[config.mk]
export PLATFORM = sky130hd
export DESIGN_NAME = dpw_queue
export DESIGN_NICKNAME = d
export VERILOG_FILES = /design/src/hw/rtl/dpw_pkg.sv /design/src/hw/rtl/dpw_queue.sv
export SDC_FILE = /design/constraint.sdc
export NUM_CORES = 1
export LEC_CHECK = 0
export ABC_AREA = 1
export BUFFER_PORTS_ARGS = -buffer_cell sky130_fd_sc_hd__buf_2
export CAP_MARGIN = 20
export CORE_UTILIZATION = 58
export DETAILED_ROUTE_END_ITERATION = 7
export PLACE_DENSITY = 0.86
export SYNTH_ARGS = -nofsm -noshare
export SYNTH_HDL_FRONTEND = slang
export SYNTH_SLANG_ARGS = --single-unit
export TNS_END_PERCENT = 10
[constraint.sdc]
create_clock -name clk -period 3.7 [get_ports clk]
set_clock_uncertainty 0.05 [all_clocks]
set_input_delay 0 -clock clk [delete_from_list [all_inputs] [get_ports clk]]
set_output_delay 0 -clock clk [all_outputs]
set_load 0.005 [all_outputs]
[src/hw/rtl/dpw_pkg.sv]
// Shared types, widths and register codes of the depth pixel to world point block.
package dpw_pkg;

	// Field widths
	localparam int DEPTH_W = 16;
	localparam int PIX_W   = 11;
	localparam int WORLD_W = 24;

	// Configuration port
	localparam int CFG_DATA_W = 64;
	localparam int CFG_IDX_W  = 3;

	// Pixel queue between front and back
	localparam int QUEUE_DEPTH = 4;
	localparam int QPTR_W      = 2;
	localparam int QCNT_W      = 3;

	// Register indexes; index 7 selects nothing
	typedef enum logic [CFG_IDX_W-1:0] {
		REG_PRINCIPAL_POINT = 3'd0,
		REG_INVERSE_FOCAL   = 3'd1,
		REG_DEPTH_LIMIT     = 3'd2,
		REG_ROTATION_ROW_X  = 3'd3,
		REG_ROTATION_ROW_Y  = 3'd4,
		REG_ROTATION_ROW_Z  = 3'd5,
		REG_TRANSLATION     = 3'd6
	} reg_index_t;

	// Reset values: cx 325.5, cy 253.5, 1/518, 1/519, identity pose
	localparam logic [31:0] PRINCIPAL_POINT_RST = 32'd265819224;
	localparam logic [63:0] INVERSE_FOCAL_RST   = 64'd138839112842884;
	localparam logic [15:0] DEPTH_LIMIT_RST     = 16'd7000;
	localparam logic [47:0] ROTATION_ROW_X_RST  = 48'd16384;
	localparam logic [47:0] ROTATION_ROW_Y_RST  = 48'd1073741824;
	localparam logic [47:0] ROTATION_ROW_Z_RST  = 48'd70368744177664;
	localparam logic [59:0] TRANSLATION_RST     = 60'd0;

	// Register file contents as seen by front and back
	typedef struct packed {
		logic [31:0] principal_point;
		logic [63:0] inverse_focal;
		logic [15:0] depth_limit;
		logic [47:0] rotation_row_x;
		logic [47:0] rotation_row_y;
		logic [47:0] rotation_row_z;
		logic [59:0] translation;
	} cfg_t;

	// One kept pixel in the queue
	typedef struct packed {
		logic [DEPTH_W-1:0] raw_depth;
		logic [PIX_W-1:0]   column;
		logic [PIX_W-1:0]   row;
	} pixel_t;

endpackage

[src/hw/rtl/dpw_queue.sv]
// Small pixel queue that decouples the front end from the math pipeline.
module dpw_queue (
	input  logic                       clk,
	input  logic                       arst_n,
	input  logic                       push_valid,
	input  dpw_pkg::pixel_t            push_item,
	output logic                       push_ready,
	output logic                       pop_valid,
	output dpw_pkg::pixel_t            pop_item,
	input  logic                       pop_ready,
	output logic [dpw_pkg::QCNT_W-1:0] count
);

	dpw_pkg::pixel_t             mem_q [dpw_pkg::QUEUE_DEPTH];
	logic [dpw_pkg::QPTR_W-1:0]  wr_ptr_q;
	logic [dpw_pkg::QPTR_W-1:0]  rd_ptr_q;
	logic [dpw_pkg::QCNT_W-1:0]  count_q;
	logic                        push;
	logic                        pop;

	assign push_ready = count_q != dpw_pkg::QCNT_W'(dpw_pkg::QUEUE_DEPTH);
	assign pop_valid  = count_q != '0;
	assign pop_item   = mem_q[rd_ptr_q];
	assign count      = count_q;
	assign push       = push_valid && push_ready;
	assign pop        = pop_valid && pop_ready;

	// Pointers and fill count
	always_ff @(posedge clk or negedge arst_n) begin
		if (!arst_n) begin
			wr_ptr_q <= '0;
			rd_ptr_q <= '0;
			count_q  <= '0;
		end else begin
			if (push) begin
				wr_ptr_q <= wr_ptr_q + dpw_pkg::QPTR_W'(1);
			end
			if (pop) begin
				rd_ptr_q <= rd_ptr_q + dpw_pkg::QPTR_W'(1);
			end
			case ({push, pop})
				2'b10:   count_q <= count_q + dpw_pkg::QCNT_W'(1);
				2'b01:   count_q <= count_q - dpw_pkg::QCNT_W'(1);
				default: count_q <= count_q;
			endcase
		end
	end

	// Storage
	always_ff @(posedge clk) begin
		if (push) begin
			mem_q[wr_ptr_q] <= push_item;
		end
	end

endmodule

# == Word level (Yosys, flattened, before mapping) ==
# Memory sizes are Yosys's and may differ from the RTL's.
# Index checks and enable logic that the tools add are counted.
# classes
muxes,3
add_sub_neg,4
n_reduce_logical,4
n_eq_ne,3
# ops
operator,count
$pmux 3 s2,1
$add 2x1->2 const B,2
$add 3x1->3 const B,1
$ne 3x3->1 const B,1
$reduce_bool 3->1,1
$sub 3x1->3 const B,1
$eq 2x1->1 const B,1
$eq 2x2->1 const B,1
$logic_and 1x1->1,2
$mux 1,2
$reduce_bool 2->1,1
# word_totals
wordCells,18
mem_count,1
ff_bits,7
mem_bits_rw,152
# memory_table
memory,depth,width,read_ports,rd_ports_with_merged_regs,wr,line_no,source
mem_q,4,38,1,0,1,dpw_queue.sv:14,dpw_pkg::pixel_t mem_q [dpw_pkg::QUEUE_DEPTH];

# == Logic depth before layout (Yosys ltp) ==
# depth
word_depth,4
ltp_mapped,12
ltp_nobuf,12

# == Worst setup path before layout ==
# No wires, ideal clock.
# synth_path
kind,register -> register
start,"register count_q, in the netlist count[0]"
end,memory mem_q[0][0] in the netlist's numbering (enable)
stages_incl_launch_ff,5
path_buffers,0
t_arrival_ns,2.383
slack_ns,0.834
synth_period_minus_slack_ns,2.866
cell_sequence,dfrtp_1 inv_2 nand3_1 nand2_1 nor2_1
# synth_via
elab_chain_len,4
# synth_rtl
item,line_no,source
"start, declared",dpw_queue.sv:17,logic [dpw_pkg::QCNT_W-1:0] count_q;
"start signal, assigned",dpw_queue.sv:42,2'b10: count_q <= count_q + dpw_pkg::QCNT_W'(1);
"start signal, assigned",dpw_queue.sv:43,2'b01: count_q <= count_q - dpw_pkg::QCNT_W'(1);
"start signal, assigned",dpw_queue.sv:44,default: count_q <= count_q;
$ne 3x3->1,dpw_queue.sv:21,assign push_ready = count_q != dpw_pkg::QCNT_W'(dpw_pkg::QUEUE_DEPTH);
via push_ready,dpw_queue.sv:7,"output logic push_ready,"
$logic_and 1x1->1,dpw_queue.sv:25,assign push = push_valid && push_ready;
$mux 1,dpw_queue.sv:51,if (push) begin
$mux 1 (implied by the code),dpw_queue.sv:52,mem_q[wr_ptr_q] <= push_item;
"end, declared",dpw_queue.sv:14,
# The timed path passes the listed nets, and every way through them passes these cells.

# == Final worst setup path ==
# layout_path
start,"register count_q, in the netlist count[0]"
end,memory mem_q[1][27] in the netlist's numbering (enable)
# layout_via
elab_chain_len,4
# layout_rtl
item,line_no
$ne 3x3->1,dpw_queue.sv:21
$logic_and 1x1->1,dpw_queue.sv:25
$mux 1,dpw_queue.sv:51
$mux 1 (implied by the code),dpw_queue.sv:52
# Every way passes these cells.

==> results.cfg <==
[status]
status = finished clean

[timing]
final_max_slew_viol_count = 0
slew_headroom_pct = 53.1
rsz0062_at_grt = no
timing.setup.tns_ps = 0
clock.fmax_mhz = 415
setup_viol = 0
fin_crit_ps = 2410
timing.hold.ws_ps = 288
fin_crit_sh_pct = 65.1
tightest_slew_ps = 701
hold_viol = 0

[logic_synthesis]
yosys.area_share.simple_pct = 8.14
synth_xor_area_share_pct = 0.129
synthTopCellsByArea = edfxtp_1 67%, o211ai_2 11%, nand2_1 7.3%
synthCells = 503
synth_fa_ha_area_share_pct = 1.22
synth_area_um2 = 6780
synth-seq-cells = 159
synth_top_family_by_area = compound AO/OA/AOI/OAI gates
yosysWarningCount = 0
synth.distinct_cells = 16
ys_seq_area_share_pct = 69.9
synthMuxAreaShare_pct = 0
syn_nets = 551
synth_compound_area_share_pct = 12.9
synth_top_cell_by_area = edfxtp_1
synth_top_area_share_pct = 67.4
synth_area_per_cell_um2 = 13.5

[global_route]
grt_pass1_vias = 4197
grt_pass1_wl_mm = 20.4
grt_max_degree = 143
antenna_found_initial = 0
track_usage_pct = 23.4
grt_overflow_total = 0

[clock_tree]
clock-sinks = 159
cts_tree = built
numCtsBuffers = 17
clockBufferDepth = 2
clk_latency_ps = 410
clk_pin_slew_ps = 60
postCtsSetupRepairBufs = 0
cts.htree.levels = 4
root_buffer = clkbuf_16

[power_and_ir_drop]
p_leak_nw = 3.46
ir_drop_mv = 1.00
power_density_nw_per_um2 = 764

[final_layout]
drive_gt1_share_pct = 30.6
n_antenna_cell = 0
layout_common_cells = 152 x edfxtp_1, 132 x nand2_1, 84 x buf_2
synthToLayoutAreaGrowth_pct = 22.6
nets = 679
postLayoutCellArea_um2 = 8310
fin_util_pct = 72.8
final_common_cell = edfxtp_1

[worst_setup_path]
start_kind = flop
crit_arrival_ps = 2450
endpoint_kind = flop
worstPathRequired_ps = 3740
path_class = reg2reg
crit_fanout = 22

[min_path]
hold_class = in2reg

[route]
routed_via_density = 5.36
wl_per_cell_um = 17.4
num_vias = 4216
ant_nets = 0
drt_iter0_markers = 333
post-route-drc-count = 0
wirelength_mm = 13.7
detail_route.first_pass.iterations = 5

[placed_design]
place_area_um2 = 7260
routabilityCongestion = 0.822
dp_hpwl_mm = 7.43
portBuffers = 84

[die]
core.rowCount = 39
dieWidth_um = 110
die_area_um2 = 12100
ios = 85
initial_core_util_pct = 59.3
core_um2 = 11400
die_h_um = 110

[job]
max_cap_violations = 0
-- path summary, 6_finish.rpt --
check,start,end,slack (ps),depth (start not counted)
min in group asynchronous,arst_n,count[1]$_DFFE_PN0P_,490,3
setup reg to reg,count[0]$_DFFE_PN0P_,mem_q[1][27]$_DFFE_PP_,1290,5
max in group asynchronous,arst_n,rd_ptr_q[1]$_DFFE_PN0P_,2840,3
setup / recovery,count[0]$_DFFE_PN0P_,mem_q[1][27]$_DFFE_PP_,1290,5
hold / removal,push_item[31],mem_q[3][31]$_DFFE_PP_,290,2
hold reg to reg,count[1]$_DFFE_PN0P_,count[1]$_DFFE_PN0P_,480,2
-- worst max-delay path, stage by stage, from the launching register on --
cell	delay (ps)
dfrtp_1	410
inv_2	80
nand3_1	160
nand2_1	330
nor2_4	660
buf_4	400
-- stage by stage --
step | power, W | worst slack [ps] | std cells
6_report | 0.00635 | 1290 | 787
5_1_grt | 0.00670 | 1190 | 787
4_1_cts | 0.00625 | 1190 | 783
3_5_place_dp | 0.00464 | 1290 | 709
3_3_place_gp | 0.00453 | 1450 | 709
2_1_floorplan | 0.00402 | 834 | 503
-- cell families (layout without fill, tap and decap cells) --
| family | count (synthesis) | count (layout) |
|---|---|---|
| buffers and inverters | 116 | 257 |
| adders and majority gates | 6 | 6 |
| xor gates and xnor gates | 1 | 1 |
| DFF | 159 | 159 |
| and+or+nand+nor | 144 | 144 |
| AOI/OAI and AO/OA | 77 | 77 |
-- what timing repair did --
| item | CTS | global route |
|---|---|---|
| resized for setup | 0 | 0 |
| hold buffers | 42 | 0 |
| hold endpoints to repair | 163 | 0 |
-- power by group --
group          total, W  internal, W  switching, W  leakage, nW
logic           0.00226     0.000832       0.00143         1.73
registers       0.00252      0.00238      0.000138         1.48
clock network   0.00157     0.000911      0.000662        0.247
-- area by class of cell --
| type | count | area, µm² |
|---|---|---|
| flip-flops and latches | 159 | 4740 |
| fillers | 717 | 3110 |
| multi-input cells | 228 | 1540 |
| repair buffers | 134 | 966 |
| clock buffers | 19 | 433 |
| inverters | 91 | 347 |
| well taps | 143 | 179 |
| clock inverters | 13 | 98.8 |
-- routing by layer --
| metal | share of wire [%] | vias to the layer above | wire, µm | track usage, % |
|---|---|---|---|---|
| met2 | 52 | 170 | 7140 | 41.2 |
| met1 | 39 | 2031 | 5380 | 27.7 |
| li1 | - | 1992 | - | - |
| met3 | 6.8 | 23 | 928 | 5.88 |
| met5 | 0 | - | 0 | 0 |
| met4 | 1.6 | 0 | 212 | 8.65 |
-- state kept, by name, summed over array words and instances (netlist names) --
signal,flops
wr_ptr_q,2
rd_ptr_q,2
count,3
mem_q,152
-- Yosys cell counts (all sizes together) --
| cell type | n |
|---|---|
| xnor2 | 1 |
| dfrtp | 7 |
| ha | 5 |
| o21ai | 1 |
| fa | 1 |
| inv | 91 |
| nand4 | 1 |
| nand2 | 132 |
| o211ai | 76 |
| buf | 25 |
| edfxtp | 152 |
| nand3 | 7 |
| nor2 | 4 |
(Power assumes the default switching activity.)
