<file path="src/hw/rtl/dpw_pkg.sv">
// Shared types, widths and register codes of the depth pixel to world point block.
package dpw_pkg;

	// Field widths
	localparam int DEPTH_W = 16;
	localparam int PIX_W   = 11;
	localparam int WORLD_W = 24;

	// Configuration port
	localparam int CFG_DATA_W = 64;
	localparam int CFG_IDX_W  = 3;

	// Pixel queue between front and back
	localparam int QUEUE_DEPTH = 4;
	localparam int QPTR_W      = 2;
	localparam int QCNT_W      = 3;

	// Register indexes; index 7 selects nothing
	typedef enum logic [CFG_IDX_W-1:0] {
		REG_PRINCIPAL_POINT = 3'd0,
		REG_INVERSE_FOCAL   = 3'd1,
		REG_DEPTH_LIMIT     = 3'd2,
		REG_ROTATION_ROW_X  = 3'd3,
		REG_ROTATION_ROW_Y  = 3'd4,
		REG_ROTATION_ROW_Z  = 3'd5,
		REG_TRANSLATION     = 3'd6
	} reg_index_t;

	// Reset values: cx 325.5, cy 253.5, 1/518, 1/519, identity pose
	localparam logic [31:0] PRINCIPAL_POINT_RST = 32'd265819224;
	localparam logic [63:0] INVERSE_FOCAL_RST   = 64'd138839112842884;
	localparam logic [15:0] DEPTH_LIMIT_RST     = 16'd7000;
	localparam logic [47:0] ROTATION_ROW_X_RST  = 48'd16384;
	localparam logic [47:0] ROTATION_ROW_Y_RST  = 48'd1073741824;
	localparam logic [47:0] ROTATION_ROW_Z_RST  = 48'd70368744177664;
	localparam logic [59:0] TRANSLATION_RST     = 60'd0;

	// Register file contents as seen by front and back
	typedef struct packed {
		logic [31:0] principal_point;
		logic [63:0] inverse_focal;
		logic [15:0] depth_limit;
		logic [47:0] rotation_row_x;
		logic [47:0] rotation_row_y;
		logic [47:0] rotation_row_z;
		logic [59:0] translation;
	} cfg_t;

	// One kept pixel in the queue
	typedef struct packed {
		logic [DEPTH_W-1:0] raw_depth;
		logic [PIX_W-1:0]   column;
		logic [PIX_W-1:0]   row;
	} pixel_t;

endpackage

</file>
<file path="src/hw/rtl/dpw_stream_if.sv">
// Valid/ready stream interfaces for depth pixels in and world points out.
interface dpw_pixel_if;
	logic                        valid;
	logic                        ready;
	logic [dpw_pkg::DEPTH_W-1:0] raw_depth;
	logic [dpw_pkg::PIX_W-1:0]   column;
	logic [dpw_pkg::PIX_W-1:0]   row;

	modport source (output valid, raw_depth, column, row, input ready);
	modport sink   (input valid, raw_depth, column, row, output ready);
endinterface


</file>
<file path="src/hw/rtl/dpw_front.sv">
// Front end: takes pixels, drops invalid depths, hands kept pixels to the queue.
module dpw_front (
	input  logic            clk,
	input  logic            arst_n,
	dpw_pixel_if.sink       pixel,
	input  dpw_pkg::cfg_t   cfg,
	output logic            push_valid,
	output dpw_pkg::pixel_t push_item,
	input  logic            push_ready
);

	dpw_pkg::pixel_t pix_q;
	logic            keep_q;
	logic            vld_q;
	logic            accept;
	logic            consume;

	// A held pixel leaves when dropped or when the queue takes it
	assign consume     = vld_q && (!keep_q || push_ready);
	assign pixel.ready = !vld_q || consume;
	assign accept      = pixel.valid && pixel.ready;

	assign push_valid = vld_q && keep_q;
	assign push_item  = pix_q;

	always_ff @(posedge clk or negedge arst_n) begin
		if (!arst_n) begin
			vld_q <= 1'b0;
		end else if (accept) begin
			vld_q <= 1'b1;
		end else if (consume) begin
			vld_q <= 1'b0;
		end
	end

	// Classify on the way in: zero depth or depth at/above limit is dropped
	always_ff @(posedge clk) begin
		if (accept) begin
			pix_q.raw_depth <= pixel.raw_depth;
			pix_q.column    <= pixel.column;
			pix_q.row       <= pixel.row;
			keep_q          <= (pixel.raw_depth != '0) && (pixel.raw_depth < cfg.depth_limit);
		end
	end

endmodule

</file>
<file path="src/flat_wrapper.sv">
// flat-port wrapper written by rule: the top's interface ports become plain ports
module dpw_front_flat 
  (clk, arst_n, cfg, push_valid, push_item, push_ready, pixel_valid, pixel_raw_depth, pixel_column, pixel_row, pixel_ready);
  dpw_pixel_if pixel_i ();
  input  logic clk;
  input  logic arst_n;
  input  dpw_pkg::cfg_t cfg;
  output logic push_valid;
  output dpw_pkg::pixel_t push_item;
  input  logic push_ready;
  input wire logic [$bits(pixel_i.valid)-1:0] pixel_valid;
  input wire logic [$bits(pixel_i.raw_depth)-1:0] pixel_raw_depth;
  input wire logic [$bits(pixel_i.column)-1:0] pixel_column;
  input wire logic [$bits(pixel_i.row)-1:0] pixel_row;
  output wire logic [$bits(pixel_i.ready)-1:0] pixel_ready;
  assign pixel_i.valid = pixel_valid;
  assign pixel_i.raw_depth = pixel_raw_depth;
  assign pixel_i.column = pixel_column;
  assign pixel_i.row = pixel_row;
  assign pixel_ready = pixel_i.ready;
  dpw_front u_core (.clk(clk), .arst_n(arst_n), .pixel(pixel_i), .cfg(cfg), .push_valid(push_valid), .push_item(push_item), .push_ready(push_ready));
endmodule
</file>
<file path="config.mk">
export PLATFORM = sky130hd
export DESIGN_NAME = dpw_front_flat
export DESIGN_NICKNAME = d
export VERILOG_FILES = /design/src/hw/rtl/dpw_pkg.sv /design/src/hw/rtl/dpw_stream_if.sv /design/src/hw/rtl/dpw_front.sv /design/src/flat_wrapper.sv
export SDC_FILE = /design/constraint.sdc
export NUM_CORES = 1
export LEC_CHECK = 0
export BUFFER_PORTS_ARGS = -buffer_cell sky130_fd_sc_hd__buf_2
export CAP_MARGIN = 0
export CORE_AREA = 2 2 154 156
export DETAILED_ROUTE_END_ITERATION = 12
export DIE_AREA = 0 0 156 158
export GPL_TIMING_DRIVEN = 1
export PLACE_DENSITY = 0.33
export SLEW_MARGIN = 20
export SYNTH_ARGS = -nofsm -noshare
export SYNTH_HDL_FRONTEND = slang
export SYNTH_SLANG_ARGS = --single-unit
</file>
<file path="constraint.sdc">
create_clock -name clk -period 5.1 [get_ports clk]
set_clock_uncertainty 0.15 [all_clocks]
set_input_delay 0.51 -clock clk [delete_from_list [all_inputs] [get_ports clk]]
set_output_delay 0.51 -clock clk [all_outputs]
set_load 0.02 [all_outputs]
</file>
Word level (Yosys, flattened, before mapping)
Index checks and enable logic that the tools add are counted.
- register bits after elaboration: 40
- input bits: 358
- output and inout port bits: 40
- word-level logic and storage cells: 18
- magnitude comparators: 1
- multiplexer cells: 2
- reductions and logical operators: 10
- operator list (operator ; count):
    < comparator 16 bit ; 1
    nonzero test 16 bit ; 1
    logical AND 1 bit ; 4
    logical NOT 1 bit ; 2
    logical OR 1 bit ; 2
    2-to-1 mux 1 bit ; 2
    nonzero test 2 bit ; 1

Depth between registers and ports, before layout
- depth after elaboration: 6
- depth in mapped cells: 6
- depth with buffers taken out: 6

Worst setup path before layout
OpenSTA, ideal clock, no wires.
- path kind: register to register
- start point: register u_core.keep_q
- end point: register u_core.keep_q (enable)
- setup time: 400 ps
- arrival: 1816 ps
- required time: 4550 ps
- path slack: 2734 ps
- cell stages (with the launch flop): 4
- buffers on the path: 0
- period minus slack after synthesis: 2366 ps
- path through: edfxtp_1 -> and2_1 -> nand2b_1 -> and2_1
- cells in the longest elaborated chain, start to end: 5
- RTL lines (item ; RTL line ; source):
    start, declared ; dpw_front.sv:13 ; logic keep_q;
    start signal, assigned ; dpw_front.sv:42 ; keep_q <= (pixel.raw_depth != '0) && (pixel.raw_depth < cfg.depth_limit);
    logical NOT 1 bit ; dpw_front.sv:19 ; assign consume = vld_q && (!keep_q || push_ready);
    logical OR 1 bit ; dpw_front.sv:19 ;
    logical AND 1 bit ; dpw_front.sv:19 ;
    logical OR 1 bit ; dpw_front.sv:20 ; assign pixel.ready = !vld_q || consume;
    named net pixel_ready ; flat_wrapper.sv:15 ; output wire logic [$bits(pixel_i.ready)-1:0] pixel_ready;
    logical AND 1 bit ; dpw_front.sv:21 ; assign accept = pixel.valid && pixel.ready;
    named net u_core.accept ; dpw_front.sv:15 ; logic accept;
The timed path passes the listed nets, and every way through them passes these cells.
A chain may end at the register's enable or synchronous reset.

Final worst setup path
- start point: register u_core.keep_q
- end point: register u_core.pix_q, in the netlist u_core.push_item[22] (enable)
- cells in the longest elaborated chain, start to end: 5
- RTL lines (item ; RTL line ; source):
    logical NOT 1 bit ; dpw_front.sv:19 ;
    logical OR 1 bit ; dpw_front.sv:19 ;
    logical AND 1 bit ; dpw_front.sv:19 ;
    logical OR 1 bit ; dpw_front.sv:20 ;
    logical AND 1 bit ; dpw_front.sv:21 ;
    named net u_core.accept ; dpw_front.sv:15 ;
    end, declared ; dpw_front.sv:12 ; dpw_pkg::pixel_t pix_q;
The timed path passes the listed nets, and every way through them passes these cells.

==> qor.yml <==
cts:
  worstSkewPairLatency_ns: 0.28
  tritoncts: "yes"
  post_cts_buffers: 0
  cts_resized: 0
  hold_buffers: 1
  worst_setup_hold_path_clk_slew_ns: 0.06
  ctsLongestPathBuffers: 2
  tritoncts_num_sinks: 40
  h_tree_depth: 2
  cts-buffers-inserted: 5
  ctsRootBufferMaster: "clkbuf_16"
grt:
  grt_pass1_wl_um: 7272
  overflow: 0
  globalRouteMet1Util: 0.04357
  grt_pass1_vias: 1334
  gr-usage-met2: 0.06258
  grt.total_usage: 0.04026
  use_met3: 0.02327
  grt_start_max_net_pins: 40
  antenna_found_initial: 0
  globalRoute.busiestLayer: "met2"
cells_and_area:
  design.final.nets: 580
  multi_input_area_um2: 404.1
  area_growth_syn_to_layout_pct: 61.69
  final_util: 0.1164
  fill_cells: 2598
  final-seq-area_um2: 1196
  layout.cells.most_common_list: "buf_2 (97), edfxtp_1 (39), inv_1 (16)"
  final_common_cell: "buf_2"
  layout-drive-gt1-share: 0.5144
  n_antenna_cell: 0
place:
  place.port_buffers: 97
  finalWeightedCongestion: 0.6760
  dp.final_hpwl_um: 4102
sta:
  report.final.setup_viol: 0
  finalCritPeriodShare: 0.3928
  worstMarginPinSlew_ns: 0.9686
  finalMaxSlewViolations: 0
  setup_tns_ns: 0
  max_slew_headroom_at_the_worst_pin: 0.3543
  timing.fmax_mhz: 499.2
  grt_setup_unrepaired: "false"
  fin_crit_period_ns: 2.003
  report.final.hold_viol_count: 0
power_and_ir_drop:
  cellPowerDensity_nw_per_um2: 321.5
  leakage_power_of_the_design_nw: 1.109
  vdd_ir_drop_max_mv: 0.1482
  power_w: 0.0008624
critical_path:
  setup.reg_to_reg.worst_slack_ns: 3.10
  timing.critical_path.slowest_stage_cell: "and2_2"
  crit_path_cell_trace: "and2_1 -> nand2b_1 -> and2_2"
  worst-path-max-fanout: 39
  worst-endpoint-required_ns: 4.85
  path_class: "flip-flop to flip-flop"
  worstReg2RegStart: "u_core.keep_q"
  worst-r2r-cell-count: 3
  critical_path.startpoint_type: "flip-flop"
  cpPeakStageDelay_ns: 0.78
  critPathBufInv: 0
  critPathCaptureType: "flip-flop"
  timing.critical_path.arrival_ns: 1.76
  path_delay_family: "simple AND/OR/NAND/NOR gates"
  crit-reg2reg-capture: "u_core.push_item[22]"
yosys:
  synthesis.yosys.warnings: 0
  syn_area_um2: 1659
  seq_cells_post_synth: 40
  synth_cell_type_count: 19
  yosys.area.top_type_share: 0.7059
  ys_seq_area_frac: 0.7210
  netlist.top_cell.by_area: "edfxtp_1"
  synthCells: 102
  mappedNetlistNets: 475
  post_synth_main_area_contributors: "edfxtp_1 (71%), ha_1 (11%), inv_1 (3.6%)"
  synth.avg_cell_area_um2: 16.27
drt:
  detail_route.drc_violations: 0
  post_drt_wl_per_cell_um: 10.05
  routed-via-count: 1215
  drt_pass1_iterations: 4
  drt.antenna.violating_nets: 0
  routed_wl_um: 5006
  drtIter0Drc: 23
  viasPerCell: 2.440
run_status:
  status: "complete, no violations"
die:
  chipWidth_um: 156
  io_pins: 398
  num_rows: 56
  fp.dieH_um: 158
  fp.dieArea_um2: 24650
  start_util: 0.07197
  floorplan.core_area_um2: 23050
min_path:
  min-delay-path-class: "input port to flip-flop"
  hold_path_end: "u_core.push_item[12]"
  timing.hold.worst_path_depth: 1
  min_from: "pixel_column[1]"
flow_run:
  max-cap-violations: 0
## Yosys cell counts
library cell	instances
nand2_1	4
and2_1	2
a2111oi_0	1
a41oi_1	1
a2111oi_4	1
nand2b_4	1
and4_1	2
a211oi_1	1
inv_1	16
a21oi_1	4
o21ai_0	5
edfxtp_1	39
nand3_1	1
nand4_1	1
nor4_1	4
dfrtp_1	1
nor4bb_1	1
nand2b_1	2
ha_1	15
## sequential cells by signal, summed over array words and instances (netlist names)
| register | flops |
|---|---|
| u_core.push_item | 38 |
| u_core.keep_q | 1 |
| u_core.vld_q | 1 |
## metrics by stage
stage	setup slack (ns)	instances	instance area, µm²	hold slack, ns
after floorplan	2.734	102	1659	0.06441
after global placement	2.711	489	2509	0.1758
after detailed placement	2.711	489	2509	0.1746
after CTS	3.022	498	2683	0.2341
after global routing	2.958	498	2683	0.2328
final	3.097	498	2683	0.2465
## where the power goes
part           switching, W  internal, W
registers        0.00000471     0.000386
logic             0.0000694    0.0000432
clock network      0.000128     0.000230
## per-layer routing
layer,vias to the layer above,wire length [µm]
met3,6,534
met4,0,115
met2,59,2387
met5,-,0
li1,592,-
met1,558,1969
## how the worst max path moves through the flow
stage | from | slack, ns | cells past startpoint | end
after floorplan | u_core.keep_q | 2.73 | 3 | u_core.keep_q
after global placement | pixel_raw_depth[11] | 2.71 | 6 | u_core.keep_q
after detailed placement | pixel_raw_depth[11] | 2.71 | 6 | u_core.keep_q
after CTS | pixel_raw_depth[11] | 3.02 | 6 | u_core.keep_q
after global routing | u_core.keep_q | 2.96 | 3 | u_core.push_item[22]
final | u_core.keep_q | 3.10 | 3 | u_core.push_item[22]
## worst register-to-register path, cell delays in order (launching register included)
cell	delay (ns)
edfxtp_1	0.35
and2_1	0.19
nand2b_1	0.10
and2_2	0.78
## cell type report
cell class	instances	area share
Clock buffer	6	0.04804
Tap cell	290	0.1353
Sequential cell	40	0.4459
Clock inverter	2	0.01306
Multi-Input combinational cell	46	0.1507
Inverter	16	0.02239
Timing Repair Buffer	98	0.1847
## kinds of logic (layout without fill, tap and decap cells)
family          after synthesis  after routing  synth area share
compound gates               13             13           0.05883
fa+ha+maj                    15             15            0.1131
buf+inv                      16            122           0.03620
flops                        40             40            0.7210
simple gates                 18             18           0.07088
Power figures use the tool's default switching activity.
